--- config.mk ---
export PLATFORM = sky130hd
export DESIGN_NAME = pgn_movetext_main_line_extractor_flat
export DESIGN_NICKNAME = d
export VERILOG_FILES = /design/src/design/pmle_pkg.sv /design/src/design/pmle_req_if.sv /design/src/design/pmle_rsp_if.sv /design/src/design/pgn_movetext_main_line_extractor.sv /design/src/design/pmle_parser.sv /design/src/flat_wrapper.sv
export SDC_FILE = /design/constraint.sdc
export NUM_CORES = 1
export LEC_CHECK = 0
export BUFFER_PORTS_ARGS = -buffer_cell sky130_fd_sc_hd__buf_2
export CAP_MARGIN = 30
export CORE_MARGIN = 5
export CORE_UTILIZATION = 50
export CTS_BUF_LIST = sky130_fd_sc_hd__clkbuf_16
export CTS_CLUSTER_DIAMETER = 100
export DETAILED_ROUTE_END_ITERATION = 8
export PLACE_DENSITY = 0.69
export SLEW_MARGIN = 10
export SYNTH_ARGS = -nofsm -noshare
export SYNTH_HDL_FRONTEND = slang
export SYNTH_SLANG_ARGS = --single-unit
--- constraint.sdc ---
create_clock -name clock -period 3.4 [get_ports clock]
set_clock_uncertainty 0.05 [all_clocks]
set_input_delay 0.68 -clock clock [delete_from_list [all_inputs] [get_ports clock]]
set_output_delay 0.68 -clock clock [all_outputs]
set_load 0.005 [all_outputs]
--- src/design/pmle_pkg.sv ---
// Shared types, character codes and sizing for the movetext main-line extractor.
// No dependencies; every other design file imports this package.

package pmle_pkg;

   // Move token storage
   localparam int MOVE_MAX   = 16;
   localparam int TOK_IDX_W  = $clog2(MOVE_MAX);
   localparam int TOK_LEN_W  = $clog2(MOVE_MAX + 1);

   // Marker search phases
   localparam logic [1:0] SEEK_NONE  = 2'd0;
   localparam logic [1:0] SEEK_AT    = 2'd1;
   localparam logic [1:0] SEEK_FOUND = 2'd2;

   // Parse modes
   localparam logic [1:0] MODE_MAIN = 2'd0;
   localparam logic [1:0] MODE_MOVE = 2'd1;
   localparam logic [1:0] MODE_VAR  = 2'd2;
   localparam logic [1:0] MODE_CMT  = 2'd3;

   // Characters of interest
   localparam logic [7:0] CH_AT      = "@";
   localparam logic [7:0] CH_M       = "M";
   localparam logic [7:0] CH_LBRACE  = "{";
   localparam logic [7:0] CH_RBRACE  = "}";
   localparam logic [7:0] CH_LPAREN  = "(";
   localparam logic [7:0] CH_RPAREN  = ")";
   localparam logic [7:0] CH_PERCENT = "%";
   localparam logic [7:0] CH_PLUS    = "+";
   localparam logic [7:0] CH_HASH    = "#";
   localparam logic [7:0] CH_DASH    = "-";
   localparam logic [7:0] CH_EQUAL   = "=";

   localparam logic [7:0]  DEPTH_MAX = 8'hFF;
   localparam logic [15:0] COUNT_MAX = 16'hFFFF;

   localparam logic KIND_MOVE    = 1'b0;
   localparam logic KIND_SUMMARY = 1'b1;

   typedef struct packed {
      logic        marker_found;
      logic        saw_variation;
      logic        saw_comment;
      logic        comments_all_automatic;
      logic [15:0] comment_total;
   } summary_type;

   // One parse step, handed from the parser to the top level
   typedef struct packed {
      logic                 wr_en;
      logic [TOK_IDX_W-1:0] wr_addr;
      logic [7:0]           wr_data;
      logic                 emit;
      logic [TOK_LEN_W-1:0] emit_len;
      logic                 emit_ovf;
      logic                 eot;
      summary_type          summary;
   } step_type;

   typedef struct packed {
      logic        kind;
      logic [7:0]  move_char;
      logic        move_end;
      logic        move_truncated;
      summary_type summary;
      logic        last;
   } rsp_type;

endpackage

--- src/design/pmle_req_if.sv ---
// Input channel: one text byte per transfer with an end-of-text flag.
// Depends on pmle_pkg.

interface pmle_req_if import pmle_pkg::*; ();
   logic       valid;
   logic       ready;
   logic [7:0] text_byte;
   logic       end_of_text;

   modport source (output valid, text_byte, end_of_text, input ready);
   modport sink   (input valid, text_byte, end_of_text, output ready);
endinterface

--- src/design/pmle_rsp_if.sv ---
// Result channel: move characters and the end-of-record summary.
// Depends on pmle_pkg.

interface pmle_rsp_if import pmle_pkg::*; ();
   logic        valid;
   logic        ready;
   logic        kind;
   logic [7:0]  move_char;
   logic        move_end;
   logic        move_truncated;
   logic        marker_found;
   logic        saw_variation;
   logic        saw_comment;
   logic        comments_all_automatic;
   logic [15:0] comment_total;
   logic        last;

   modport source (output valid, kind, move_char, move_end, move_truncated, marker_found,
                   saw_variation, saw_comment, comments_all_automatic, comment_total, last,
                   input ready);
   modport sink   (input valid, kind, move_char, move_end, move_truncated, marker_found,
                   saw_variation, saw_comment, comments_all_automatic, comment_total, last,
                   output ready);
endinterface

--- src/design/pgn_movetext_main_line_extractor.sv ---
// Top level: parser, token RAM, emit sequencer and registered result stage.
// Depends on pmle_pkg, pmle_req_if, pmle_rsp_if and pmle_parser.
//
//   Channel | Dir | Transfer carries                        | Handshake
//   --------+-----+-----------------------------------------+------------
//   req_ch  | in  | text_byte, end_of_text                  | valid/ready
//   rsp_ch  | out | move character or end-of-record summary | valid/ready
//
// A byte is parsed in the cycle it transfers; bytes that end no move and no
// record go one per cycle. A byte that ends a move holds req_ch off while the
// token RAM, one read port with registered data, feeds its characters out at
// one per cycle while rsp_ch takes them; end of text adds the summary.
// Reset (synchronous) clears all parse state; the token RAM is not cleared. A
// stalled rsp_ch holds the sequencer in place; a byte may still transfer while
// the last result waits in the output register.

module pgn_movetext_main_line_extractor import pmle_pkg::*; (
   input  logic       clock,
   input  logic       reset,
   pmle_req_if.sink   req_ch,
   pmle_rsp_if.source rsp_ch
);

   localparam logic [1:0] ST_IDLE = 2'd0;
   localparam logic [1:0] ST_EMIT = 2'd1;
   localparam logic [1:0] ST_SUM  = 2'd2;

   logic [1:0]           state_ff, state_in;
   logic [TOK_LEN_W-1:0] rd_idx_ff, rd_idx_in;   // next RAM entry to read
   logic [TOK_LEN_W-1:0] q_idx_ff, q_idx_in;     // entry held in RAM read data
   logic                 q_vld_ff, q_vld_in;
   logic [TOK_LEN_W-1:0] emit_len_ff, emit_len_in;
   logic                 emit_ovf_ff, emit_ovf_in;
   logic                 sum_pend_ff, sum_pend_in;
   summary_type          sum_ff, sum_in;
   logic                 rsp_valid_ff, rsp_valid_in;
   rsp_type              rsp_ff, rsp_in;

   step_type             step;
   logic                 accept;
   logic                 out_free;
   logic                 rd_en;
   logic                 load_char;
   logic                 char_final;
   logic                 load_sum;

   logic [7:0]           tok_mem [MOVE_MAX];
   logic [7:0]           mem_q;

   assign req_ch.ready = (state_ff == ST_IDLE);
   assign accept       = req_ch.valid & req_ch.ready;

   pmle_parser u_parser (
      .clock       (clock),
      .reset       (reset),
      .step_en     (accept),
      .text_byte   (req_ch.text_byte),
      .end_of_text (req_ch.end_of_text),
      .step        (step)
   );

   // output register is free when empty or its result transfers this cycle
   assign out_free   = !rsp_valid_ff || rsp_ch.ready;
   assign rd_en      = (state_ff == ST_EMIT) && (rd_idx_ff < emit_len_ff) &&
                       (!q_vld_ff || out_free);
   assign load_char  = (state_ff == ST_EMIT) && q_vld_ff && out_free;
   assign char_final = ((q_idx_ff + 1'b1) == emit_len_ff);
   assign load_sum   = (state_ff == ST_SUM) && out_free;

   // token RAM: writes only while parsing, reads only while emitting
   always_ff @(posedge clock) begin
      if (step.wr_en && accept) tok_mem[step.wr_addr] <= step.wr_data;
      if (rd_en) mem_q <= tok_mem[rd_idx_ff[TOK_IDX_W-1:0]];
   end

   always_comb begin
      state_in     = state_ff;
      rd_idx_in    = rd_idx_ff;
      q_idx_in     = q_idx_ff;
      q_vld_in     = q_vld_ff;
      emit_len_in  = emit_len_ff;
      emit_ovf_in  = emit_ovf_ff;
      sum_pend_in  = sum_pend_ff;
      sum_in       = sum_ff;
      rsp_valid_in = rsp_valid_ff;
      rsp_in       = rsp_ff;

      if (rsp_ch.ready) rsp_valid_in = 1'b0;

      case (state_ff)
         ST_IDLE: begin
            if (accept) begin
               sum_in      = step.summary;
               sum_pend_in = step.eot;
               if (step.emit) begin
                  state_in    = ST_EMIT;
                  rd_idx_in   = '0;
                  q_vld_in    = 1'b0;
                  emit_len_in = step.emit_len;
                  emit_ovf_in = step.emit_ovf;
               end else if (step.eot) begin
                  state_in = ST_SUM;
               end
            end
         end
         ST_EMIT: begin
            if (rd_en) begin
               rd_idx_in = rd_idx_ff + 1'b1;
               q_idx_in  = rd_idx_ff;
               q_vld_in  = 1'b1;
            end else if (load_char) begin
               q_vld_in = 1'b0;
            end
            if (load_char) begin
               rsp_valid_in          = 1'b1;
               rsp_in                = '0;
               rsp_in.kind           = KIND_MOVE;
               rsp_in.move_char      = mem_q;
               rsp_in.move_end       = char_final;
               rsp_in.move_truncated = emit_ovf_ff;
               rsp_in.last           = char_final && !sum_pend_ff;
               if (char_final) state_in = sum_pend_ff ? ST_SUM : ST_IDLE;
            end
         end
         ST_SUM: begin
            if (load_sum) begin
               rsp_valid_in   = 1'b1;
               rsp_in         = '0;
               rsp_in.kind    = KIND_SUMMARY;
               rsp_in.summary = sum_ff;
               rsp_in.last    = 1'b1;
               state_in       = ST_IDLE;
            end
         end
         default: begin
            state_in = ST_IDLE;
         end
      endcase
   end

   always_ff @(posedge clock) begin
      if (reset) begin
         state_ff     <= ST_IDLE;
         q_vld_ff     <= 1'b0;
         rsp_valid_ff <= 1'b0;
         sum_pend_ff  <= 1'b0;
      end else begin
         state_ff     <= state_in;
         q_vld_ff     <= q_vld_in;
         rsp_valid_ff <= rsp_valid_in;
         sum_pend_ff  <= sum_pend_in;
      end
   end

   always_ff @(posedge clock) begin
      rd_idx_ff   <= rd_idx_in;
      q_idx_ff    <= q_idx_in;
      emit_len_ff <= emit_len_in;
      emit_ovf_ff <= emit_ovf_in;
      sum_ff      <= sum_in;
      rsp_ff      <= rsp_in;
   end

   assign rsp_ch.valid                  = rsp_valid_ff;
   assign rsp_ch.kind                   = rsp_ff.kind;
   assign rsp_ch.move_char              = rsp_ff.move_char;
   assign rsp_ch.move_end               = rsp_ff.move_end;
   assign rsp_ch.move_truncated         = rsp_ff.move_truncated;
   assign rsp_ch.marker_found           = rsp_ff.summary.marker_found;
   assign rsp_ch.saw_variation          = rsp_ff.summary.saw_variation;
   assign rsp_ch.saw_comment            = rsp_ff.summary.saw_comment;
   assign rsp_ch.comments_all_automatic = rsp_ff.summary.comments_all_automatic;
   assign rsp_ch.comment_total          = rsp_ff.summary.comment_total;
   assign rsp_ch.last                   = rsp_ff.last;

endmodule

--- src/design/pmle_parser.sv ---
// Byte-level parser: marker search, mode tracking, token bookkeeping, summary flags.
// Depends on pmle_pkg; drives the token RAM writes through step_type.

module pmle_parser import pmle_pkg::*; (
   input  logic       clock,
   input  logic       reset,
   input  logic       step_en,
   input  logic [7:0] text_byte,
   input  logic       end_of_text,
   output step_type   step
);

   logic [1:0]           seek_ff, seek_in;
   logic [1:0]           mode_ff, mode_in;
   logic [1:0]           resume_ff, resume_in;
   logic [7:0]           depth_ff, depth_in;
   logic [TOK_LEN_W-1:0] tok_len_ff, tok_len_in;
   logic                 tok_ovf_ff, tok_ovf_in;
   logic                 pct_ff, pct_in;
   logic                 var_seen_ff, var_seen_in;
   logic                 cmt_seen_ff, cmt_seen_in;
   logic                 only_auto_ff, only_auto_in;
   logic [15:0]          cmt_cnt_ff, cmt_cnt_in;

   always_comb begin
      logic                 is_letter;
      logic                 is_digit;
      logic                 tok_start;
      logic                 tok_add;
      logic [TOK_LEN_W-1:0] base_len;
      logic                 base_ovf;
      logic [7:0]           depth_dec;

      is_letter = text_byte inside {["A":"Z"], ["a":"z"]};
      is_digit  = text_byte inside {["0":"9"]};
      tok_start = 1'b0;
      tok_add   = 1'b0;
      base_len  = '0;
      base_ovf  = 1'b0;
      depth_dec = depth_ff;

      seek_in      = seek_ff;
      mode_in      = mode_ff;
      resume_in    = resume_ff;
      depth_in     = depth_ff;
      tok_len_in   = tok_len_ff;
      tok_ovf_in   = tok_ovf_ff;
      pct_in       = pct_ff;
      var_seen_in  = var_seen_ff;
      cmt_seen_in  = cmt_seen_ff;
      only_auto_in = only_auto_ff;
      cmt_cnt_in   = cmt_cnt_ff;

      step         = '0;
      step.wr_data = text_byte;
      step.eot     = end_of_text;

      if (seek_ff != SEEK_FOUND) begin
         if (seek_ff == SEEK_AT && text_byte == CH_M) begin
            seek_in = SEEK_FOUND;
         end else if (text_byte == CH_AT) begin
            seek_in = SEEK_AT;
         end else begin
            seek_in = SEEK_NONE;
         end
      end else begin
         case (mode_ff)
            MODE_MAIN: begin
               if (text_byte == CH_LBRACE) begin
                  mode_in = MODE_CMT;
               end else if (text_byte == CH_LPAREN) begin
                  mode_in     = MODE_VAR;
                  var_seen_in = 1'b1;
                  depth_in    = 8'd1;
               end else if (is_letter && text_byte != CH_M) begin
                  mode_in   = MODE_MOVE;
                  tok_start = 1'b1;
               end
            end
            MODE_MOVE: begin
               if (text_byte == CH_LBRACE) begin
                  mode_in = MODE_CMT;
               end else if (text_byte == CH_LPAREN) begin
                  mode_in     = MODE_VAR;
                  var_seen_in = 1'b1;
                  depth_in    = 8'd1;
               end else if (text_byte == CH_PLUS || text_byte == CH_HASH) begin
                  tok_add = 1'b1;
                  mode_in = MODE_MAIN;
               end else if (is_letter || is_digit || text_byte == CH_DASH ||
                            text_byte == CH_EQUAL) begin
                  tok_add = 1'b1;
               end else begin
                  mode_in = MODE_MAIN;
               end
            end
            MODE_VAR: begin
               if (text_byte == CH_LBRACE) begin
                  mode_in = MODE_CMT;
               end else if (text_byte == CH_LPAREN) begin
                  if (depth_ff != DEPTH_MAX) depth_in = depth_ff + 8'd1;
               end else if (text_byte == CH_RPAREN) begin
                  if (depth_ff != 8'd0) depth_dec = depth_ff - 8'd1;
                  depth_in = depth_dec;
                  if (depth_dec == 8'd0) mode_in = MODE_MAIN;
               end
            end
            default: begin
               if (text_byte == CH_PERCENT) begin
                  pct_in = 1'b1;
               end else if (text_byte == CH_RBRACE) begin
                  if (!pct_ff) only_auto_in = 1'b0;
                  mode_in = resume_ff;
               end
            end
         endcase

         // token append; a new token restarts length and overflow
         base_len = tok_start ? '0 : tok_len_ff;
         base_ovf = tok_start ? 1'b0 : tok_ovf_ff;
         if (tok_start) begin
            tok_len_in = '0;
            tok_ovf_in = 1'b0;
         end
         if (tok_start || tok_add) begin
            if (base_len < TOK_LEN_W'(MOVE_MAX)) begin
               step.wr_en   = 1'b1;
               step.wr_addr = base_len[TOK_IDX_W-1:0];
               tok_len_in   = base_len + 1'b1;
               tok_ovf_in   = base_ovf;
            end else begin
               tok_ovf_in = 1'b1;
            end
         end

         if (mode_in != mode_ff) begin
            if (mode_in == MODE_CMT) begin
               if (cmt_cnt_ff != COUNT_MAX) cmt_cnt_in = cmt_cnt_ff + 16'd1;
               cmt_seen_in = 1'b1;
               pct_in      = 1'b0;
               resume_in   = mode_ff;
            end else if (mode_ff == MODE_MOVE) begin
               step.emit     = 1'b1;
               step.emit_len = tok_len_in;
               step.emit_ovf = tok_ovf_in;
               tok_len_in    = '0;
               tok_ovf_in    = 1'b0;
            end
         end
      end

      step.summary.marker_found           = (seek_in == SEEK_FOUND);
      step.summary.saw_variation          = var_seen_in;
      step.summary.saw_comment            = cmt_seen_in;
      step.summary.comments_all_automatic = cmt_seen_in & only_auto_in;
      step.summary.comment_total          = cmt_cnt_in;

      // record done: next byte starts a fresh record
      if (end_of_text) begin
         seek_in      = SEEK_NONE;
         mode_in      = MODE_MAIN;
         resume_in    = MODE_MAIN;
         depth_in     = 8'd0;
         tok_len_in   = '0;
         tok_ovf_in   = 1'b0;
         pct_in       = 1'b0;
         var_seen_in  = 1'b0;
         cmt_seen_in  = 1'b0;
         only_auto_in = 1'b1;
         cmt_cnt_in   = 16'd0;
      end
   end

   always_ff @(posedge clock) begin
      if (reset) begin
         seek_ff      <= SEEK_NONE;
         mode_ff      <= MODE_MAIN;
         resume_ff    <= MODE_MAIN;
         depth_ff     <= 8'd0;
         tok_len_ff   <= '0;
         tok_ovf_ff   <= 1'b0;
         pct_ff       <= 1'b0;
         var_seen_ff  <= 1'b0;
         cmt_seen_ff  <= 1'b0;
         only_auto_ff <= 1'b1;
         cmt_cnt_ff   <= 16'd0;
      end else if (step_en) begin
         seek_ff      <= seek_in;
         mode_ff      <= mode_in;
         resume_ff    <= resume_in;
         depth_ff     <= depth_in;
         tok_len_ff   <= tok_len_in;
         tok_ovf_ff   <= tok_ovf_in;
         pct_ff       <= pct_in;
         var_seen_ff  <= var_seen_in;
         cmt_seen_ff  <= cmt_seen_in;
         only_auto_ff <= only_auto_in;
         cmt_cnt_ff   <= cmt_cnt_in;
      end
   end

endmodule

--- src/flat_wrapper.sv ---
// flat-port wrapper written by rule: the top's interface ports become plain ports
module pgn_movetext_main_line_extractor_flat import pmle_pkg::*;
  (clock, reset, req_ch_valid, req_ch_text_byte, req_ch_end_of_text, req_ch_ready, rsp_ch_valid, rsp_ch_kind, rsp_ch_move_char, rsp_ch_move_end, rsp_ch_move_truncated, rsp_ch_marker_found, rsp_ch_saw_variation, rsp_ch_saw_comment, rsp_ch_comments_all_automatic, rsp_ch_comment_total, rsp_ch_last, rsp_ch_ready);
  pmle_req_if req_ch_i ();
  pmle_rsp_if rsp_ch_i ();
  input  logic clock;
  input  logic reset;
  input wire logic [$bits(req_ch_i.valid)-1:0] req_ch_valid;
  input wire logic [$bits(req_ch_i.text_byte)-1:0] req_ch_text_byte;
  input wire logic [$bits(req_ch_i.end_of_text)-1:0] req_ch_end_of_text;
  output wire logic [$bits(req_ch_i.ready)-1:0] req_ch_ready;
  output wire logic [$bits(rsp_ch_i.valid)-1:0] rsp_ch_valid;
  output wire logic [$bits(rsp_ch_i.kind)-1:0] rsp_ch_kind;
  output wire logic [$bits(rsp_ch_i.move_char)-1:0] rsp_ch_move_char;
  output wire logic [$bits(rsp_ch_i.move_end)-1:0] rsp_ch_move_end;
  output wire logic [$bits(rsp_ch_i.move_truncated)-1:0] rsp_ch_move_truncated;
  output wire logic [$bits(rsp_ch_i.marker_found)-1:0] rsp_ch_marker_found;
  output wire logic [$bits(rsp_ch_i.saw_variation)-1:0] rsp_ch_saw_variation;
  output wire logic [$bits(rsp_ch_i.saw_comment)-1:0] rsp_ch_saw_comment;
  output wire logic [$bits(rsp_ch_i.comments_all_automatic)-1:0] rsp_ch_comments_all_automatic;
  output wire logic [$bits(rsp_ch_i.comment_total)-1:0] rsp_ch_comment_total;
  output wire logic [$bits(rsp_ch_i.last)-1:0] rsp_ch_last;
  input wire logic [$bits(rsp_ch_i.ready)-1:0] rsp_ch_ready;
  assign req_ch_i.valid = req_ch_valid;
  assign req_ch_i.text_byte = req_ch_text_byte;
  assign req_ch_i.end_of_text = req_ch_end_of_text;
  assign req_ch_ready = req_ch_i.ready;
  assign rsp_ch_valid = rsp_ch_i.valid;
  assign rsp_ch_kind = rsp_ch_i.kind;
  assign rsp_ch_move_char = rsp_ch_i.move_char;
  assign rsp_ch_move_end = rsp_ch_i.move_end;
  assign rsp_ch_move_truncated = rsp_ch_i.move_truncated;
  assign rsp_ch_marker_found = rsp_ch_i.marker_found;
  assign rsp_ch_saw_variation = rsp_ch_i.saw_variation;
  assign rsp_ch_saw_comment = rsp_ch_i.saw_comment;
  assign rsp_ch_comments_all_automatic = rsp_ch_i.comments_all_automatic;
  assign rsp_ch_comment_total = rsp_ch_i.comment_total;
  assign rsp_ch_last = rsp_ch_i.last;
  assign rsp_ch_i.ready = rsp_ch_ready;
  pgn_movetext_main_line_extractor u_core (.clock(clock), .reset(reset), .req_ch(req_ch_i), .rsp_ch(rsp_ch_i));
endmodule
==> results_dict.tcl <==
set metrics [dict create \
    drt_iter0_markers 869 \
    netlist_top_cells_area "sky130_fd_sc_hd__edfxtp_1 (53%), sky130_fd_sc_hd__dfxtp_1 (7.8%), sky130_fd_sc_hd__mux4_2 (7.8%), sky130_fd_sc_hd__nor2_1 (2.0%), sky130_fd_sc_hd__and2_1 (1.9%)" \
    routedLengthMet1_mm 11.26 \
    antenna_cells 0 \
    groute.usage.overall_pct 18.93 \
    fin_nets 1019 \
    yosys.area.top_type_share_pct 53.02 \
    kind_of_path_behind_the_tightest_hold_check "reg2reg" \
    pwr_density_cell_nw_per_um2 473.2 \
    dp_hpwl_mm 16.82 \
    cts.root.buffer_cell "sky130_fd_sc_hd__clkbuf_16" \
    tritoncts "done" \
    power.ir.vdd_worst_mv 0.2958 \
    synth_nets 909 \
    core_area_sq_um 22710 \
    grt_remaining_overflow 0 \
    dieHeight_um 162.0 \
    final.min_clock_period_ns 3.024 \
    clk_transition_reported_paths_ns 0.07 \
    core.rowCount 55 \
    cts.sink_count 249 \
    cts_htree_levels 1 \
    worst_pin_slew_ns 0.8277 \
    relSlewSlack_pct 43.39 \
    numCtsBuffers 25 \
    critPathMaxFanout 11 \
    post_cts_hold_buffer_count 0 \
    postSynthCellCount 882 \
    setup.worst_path.end_class "flip-flop" \
    slew_limit_fails 0 \
    ff_latch_area_sq_um 7027 \
    maxCapViolCount 0 \
    ys.warnings.count 0 \
    total_length_of_routed_wires_mm 24.50 \
    grt_antenna_before_repair 0 \
    synth_seq_cells 249 \
    synth_common_cells "sky130_fd_sc_hd__edfxtp_1 (204), sky130_fd_sc_hd__nor2_1 (62), sky130_fd_sc_hd__nand2_1 (56)" \
    setup_total_negative_slack_ns 0 \
    first_pass_grt_wire_length_mm 39.87 \
    drc 0 \
    synth_edf_count 204 \
    io-pin-count 47 \
    max_clock_freq_ghz 0.3307 \
    synth_top_area_cell "sky130_fd_sc_hd__edfxtp_1" \
    netlist_area_sq_um 11550 \
    ys_seq_area_share_pct 60.82 \
    grt_setup_unrepaired "no" \
    worstSetupStartpointType "flip-flop" \
    initial_core_utilization_pct 50.88 \
    status "complete, no violations" \
    area_growth_pct 16.11 \
    asyncSetResetFlopFracSynth_pct 0 \
    criticalPathCategory "reg2reg" \
    critPathArrivalTime_ns 3.42 \
    total_area_of_multi_input_combinational_cells_sq_um 4200 \
    drt_pass1_iterations 6 \
    post_cts_resize_count 0 \
    layout_worst_path_cycle_share_pct 88.93 \
    via_per_inst 5.866 \
    synth.most_common_cell "sky130_fd_sc_hd__edfxtp_1" \
    filler_cell_count_in_the_final_layout 1791 \
    postRouteAntennaNets 0 \
    die_area_sq_um 26250 \
    die-width_um 162.0 \
    ys_types 86 \
    met3_length_mm 1.613 \
    drt-wirelength-per-cell_um 18.92 \
    clock_insertion_delay_worst_skew_ns 0.52 \
    met2RoutedLength_mm 11.32 \
    crit_required_ns 3.79 \
    fin_util_pct 59.07 \
    top_signal_layer_used "met4" \
    num_vias 7597 \
    clock_path_buffers 3 \
    p_leak_nw 4.665 \
    postCtsSetupBuffers 0 \
    setup_viol 0 \
    grt_start_max_net_pins 44 \
    gp_routability_congestion 0.8717 \
    share_of_cells_above_drive_strength_1_pct 24.16 \
    numPortBuffers 46 \
    synth_ff_type "sky130_fd_sc_hd__edfxtp_1" \
    postSynthAreaPerCell_sq_um 13.10 \
    hold_vio_cnt_final 0 \
    first_global_vias 7384 \
]
==> kinds of logic after synthesis <==
family / after synthesis / synth area share (%)
simple gates: 314 / 14.81
flops: 249 / 60.82
compound gates: 157 / 9.974
buf+inv: 81 / 2.935
mux: 46 / 8.350
xor+xnor: 21 / 1.592
fa+ha+maj: 14 / 1.516
==> per-stage QoR <==
step	hold slack, ns	cells	power [mW]	instance area [sq um]	worst slack, ns
2_1_floorplan	0.3789	882	3.692	11560	-0.1129
3_3_place_gp	0.3859	1249	3.860	12640	-0.07358
3_5_place_dp	0.3977	1249	3.869	12640	-0.09696
4_1_cts	0.4074	1294	6.413	13400	0.4151
5_1_grt	0.4342	1295	6.592	13420	0.2031
6_report	0.4117	1295	6.348	13420	0.3764
==> state kept, by name, summed over array words and instances, names as in the netlist, 2 cells and up <==
signal / flops
u_core.rsp_ch.move_char: 8
u_core.mem_q: 8
u_core.rsp_ch.comment_total: 16
u_core.rd_idx_ff: 5
u_core.u_parser.tok_len_ff: 5
u_core.sum_ff: 20
u_core.u_parser.seek_ff: 2
u_core.u_parser.resume_ff: 2
u_core.q_idx_ff: 5
u_core.tok_mem: 128
u_core.u_parser.cmt_cnt_ff: 16
u_core.state_ff: 2
u_core.u_parser.depth_ff: 8
u_core.u_parser.mode_ff: 2
u_core.emit_len_ff: 5
==> cell usage in the layout (no fill, tap or decap), types with 5 or more instances in the layout <==
| cell | count |
|---|---|
| sky130_fd_sc_hd__dfxtp_1 | 45 |
| sky130_fd_sc_hd__and2_1 | 35 |
| sky130_fd_sc_hd__nor2b_1 | 18 |
| sky130_fd_sc_hd__buf_2 | 46 |
| sky130_fd_sc_hd__xor2_1 | 6 |
| sky130_fd_sc_hd__inv_1 | 31 |
| sky130_fd_sc_hd__xnor2_1 | 15 |
| sky130_fd_sc_hd__nand2_1 | 56 |
| sky130_fd_sc_hd__nor3_1 | 24 |
| sky130_fd_sc_hd__nand3_1 | 27 |
| sky130_fd_sc_hd__nand2b_1 | 7 |
| sky130_fd_sc_hd__a21oi_1 | 35 |
| sky130_fd_sc_hd__clkbuf_16 | 25 |
| sky130_fd_sc_hd__o211ai_1 | 8 |
| sky130_fd_sc_hd__clkinv_2 | 8 |
| sky130_fd_sc_hd__o21ai_0 | 27 |
| sky130_fd_sc_hd__a21o_1 | 6 |
| sky130_fd_sc_hd__edfxtp_1 | 204 |
| sky130_fd_sc_hd__or4_1 | 5 |
| sky130_fd_sc_hd__mux4_2 | 40 |
| sky130_fd_sc_hd__nor2_1 | 58 |
| sky130_fd_sc_hd__ha_1 | 14 |
| sky130_fd_sc_hd__and3_1 | 9 |
| sky130_fd_sc_hd__nand4_1 | 19 |
| sky130_fd_sc_hd__nor4b_1 | 5 |
| sky130_fd_sc_hd__buf_4 | 86 |
| sky130_fd_sc_hd__a41oi_1 | 5 |
| sky130_fd_sc_hd__a31oi_1 | 11 |
| sky130_fd_sc_hd__nor4_1 | 11 |
==> routing by layer <==
layer,up-vias,track usage (%)
met5,-,0
met4,0,4.037
met3,23,2.791
met2,230,30.06
met1,3691,28.13
li1,3653,-
==> where the power goes <==
group	total [mW]	leakage, nW	switching (mW)	internal [mW]
Clock	2.54	0.391	1.12	1.42
Combinational	0.424	2.02	0.250	0.173
Sequential	3.38	2.25	0.0181	3.36
==> critical path, cell delays in order (launching register included) <==
cell	delay (ns)
sky130_fd_sc_hd__dfxtp_1	0.39
sky130_fd_sc_hd__inv_1	0.12
sky130_fd_sc_hd__ha_1	0.34
sky130_fd_sc_hd__nor4b_1	0.34
sky130_fd_sc_hd__nor4bb_1	0.37
sky130_fd_sc_hd__a211oi_1	0.07
sky130_fd_sc_hd__o21ai_0	0.34
sky130_fd_sc_hd__a211oi_2	0.13
sky130_fd_sc_hd__buf_4	0.19
sky130_fd_sc_hd__buf_4	0.16
sky130_fd_sc_hd__a211o_1	0.29
sky130_fd_sc_hd__a31oi_1	0.15
==> cell type report <==
cell class                 instances  share of cell area, %
clock buffer                      25                  4.663
clock inverter                    20                 0.9979
inverter                          27                 0.7555
multi-input combinational        552                  31.31
sequential                       249                  52.38
tap                              285                  2.658
timing repair buffer             137                  7.237
==> worst paths after layout <==
check	from	end	slack, ns	depth (start not counted)
setup / recovery	u_core.u_parser.depth_ff[0]	u_core.u_parser.resume_ff[1]	0.38	11
hold / removal	u_core.u_parser.only_auto_ff	u_core.u_parser.only_auto_ff	0.41	2
setup reg to reg	u_core.u_parser.depth_ff[0]	u_core.u_parser.resume_ff[1]	0.38	11
hold reg to reg	u_core.u_parser.only_auto_ff	u_core.u_parser.only_auto_ff	0.41	2
(Power assumes the default switching activity.)
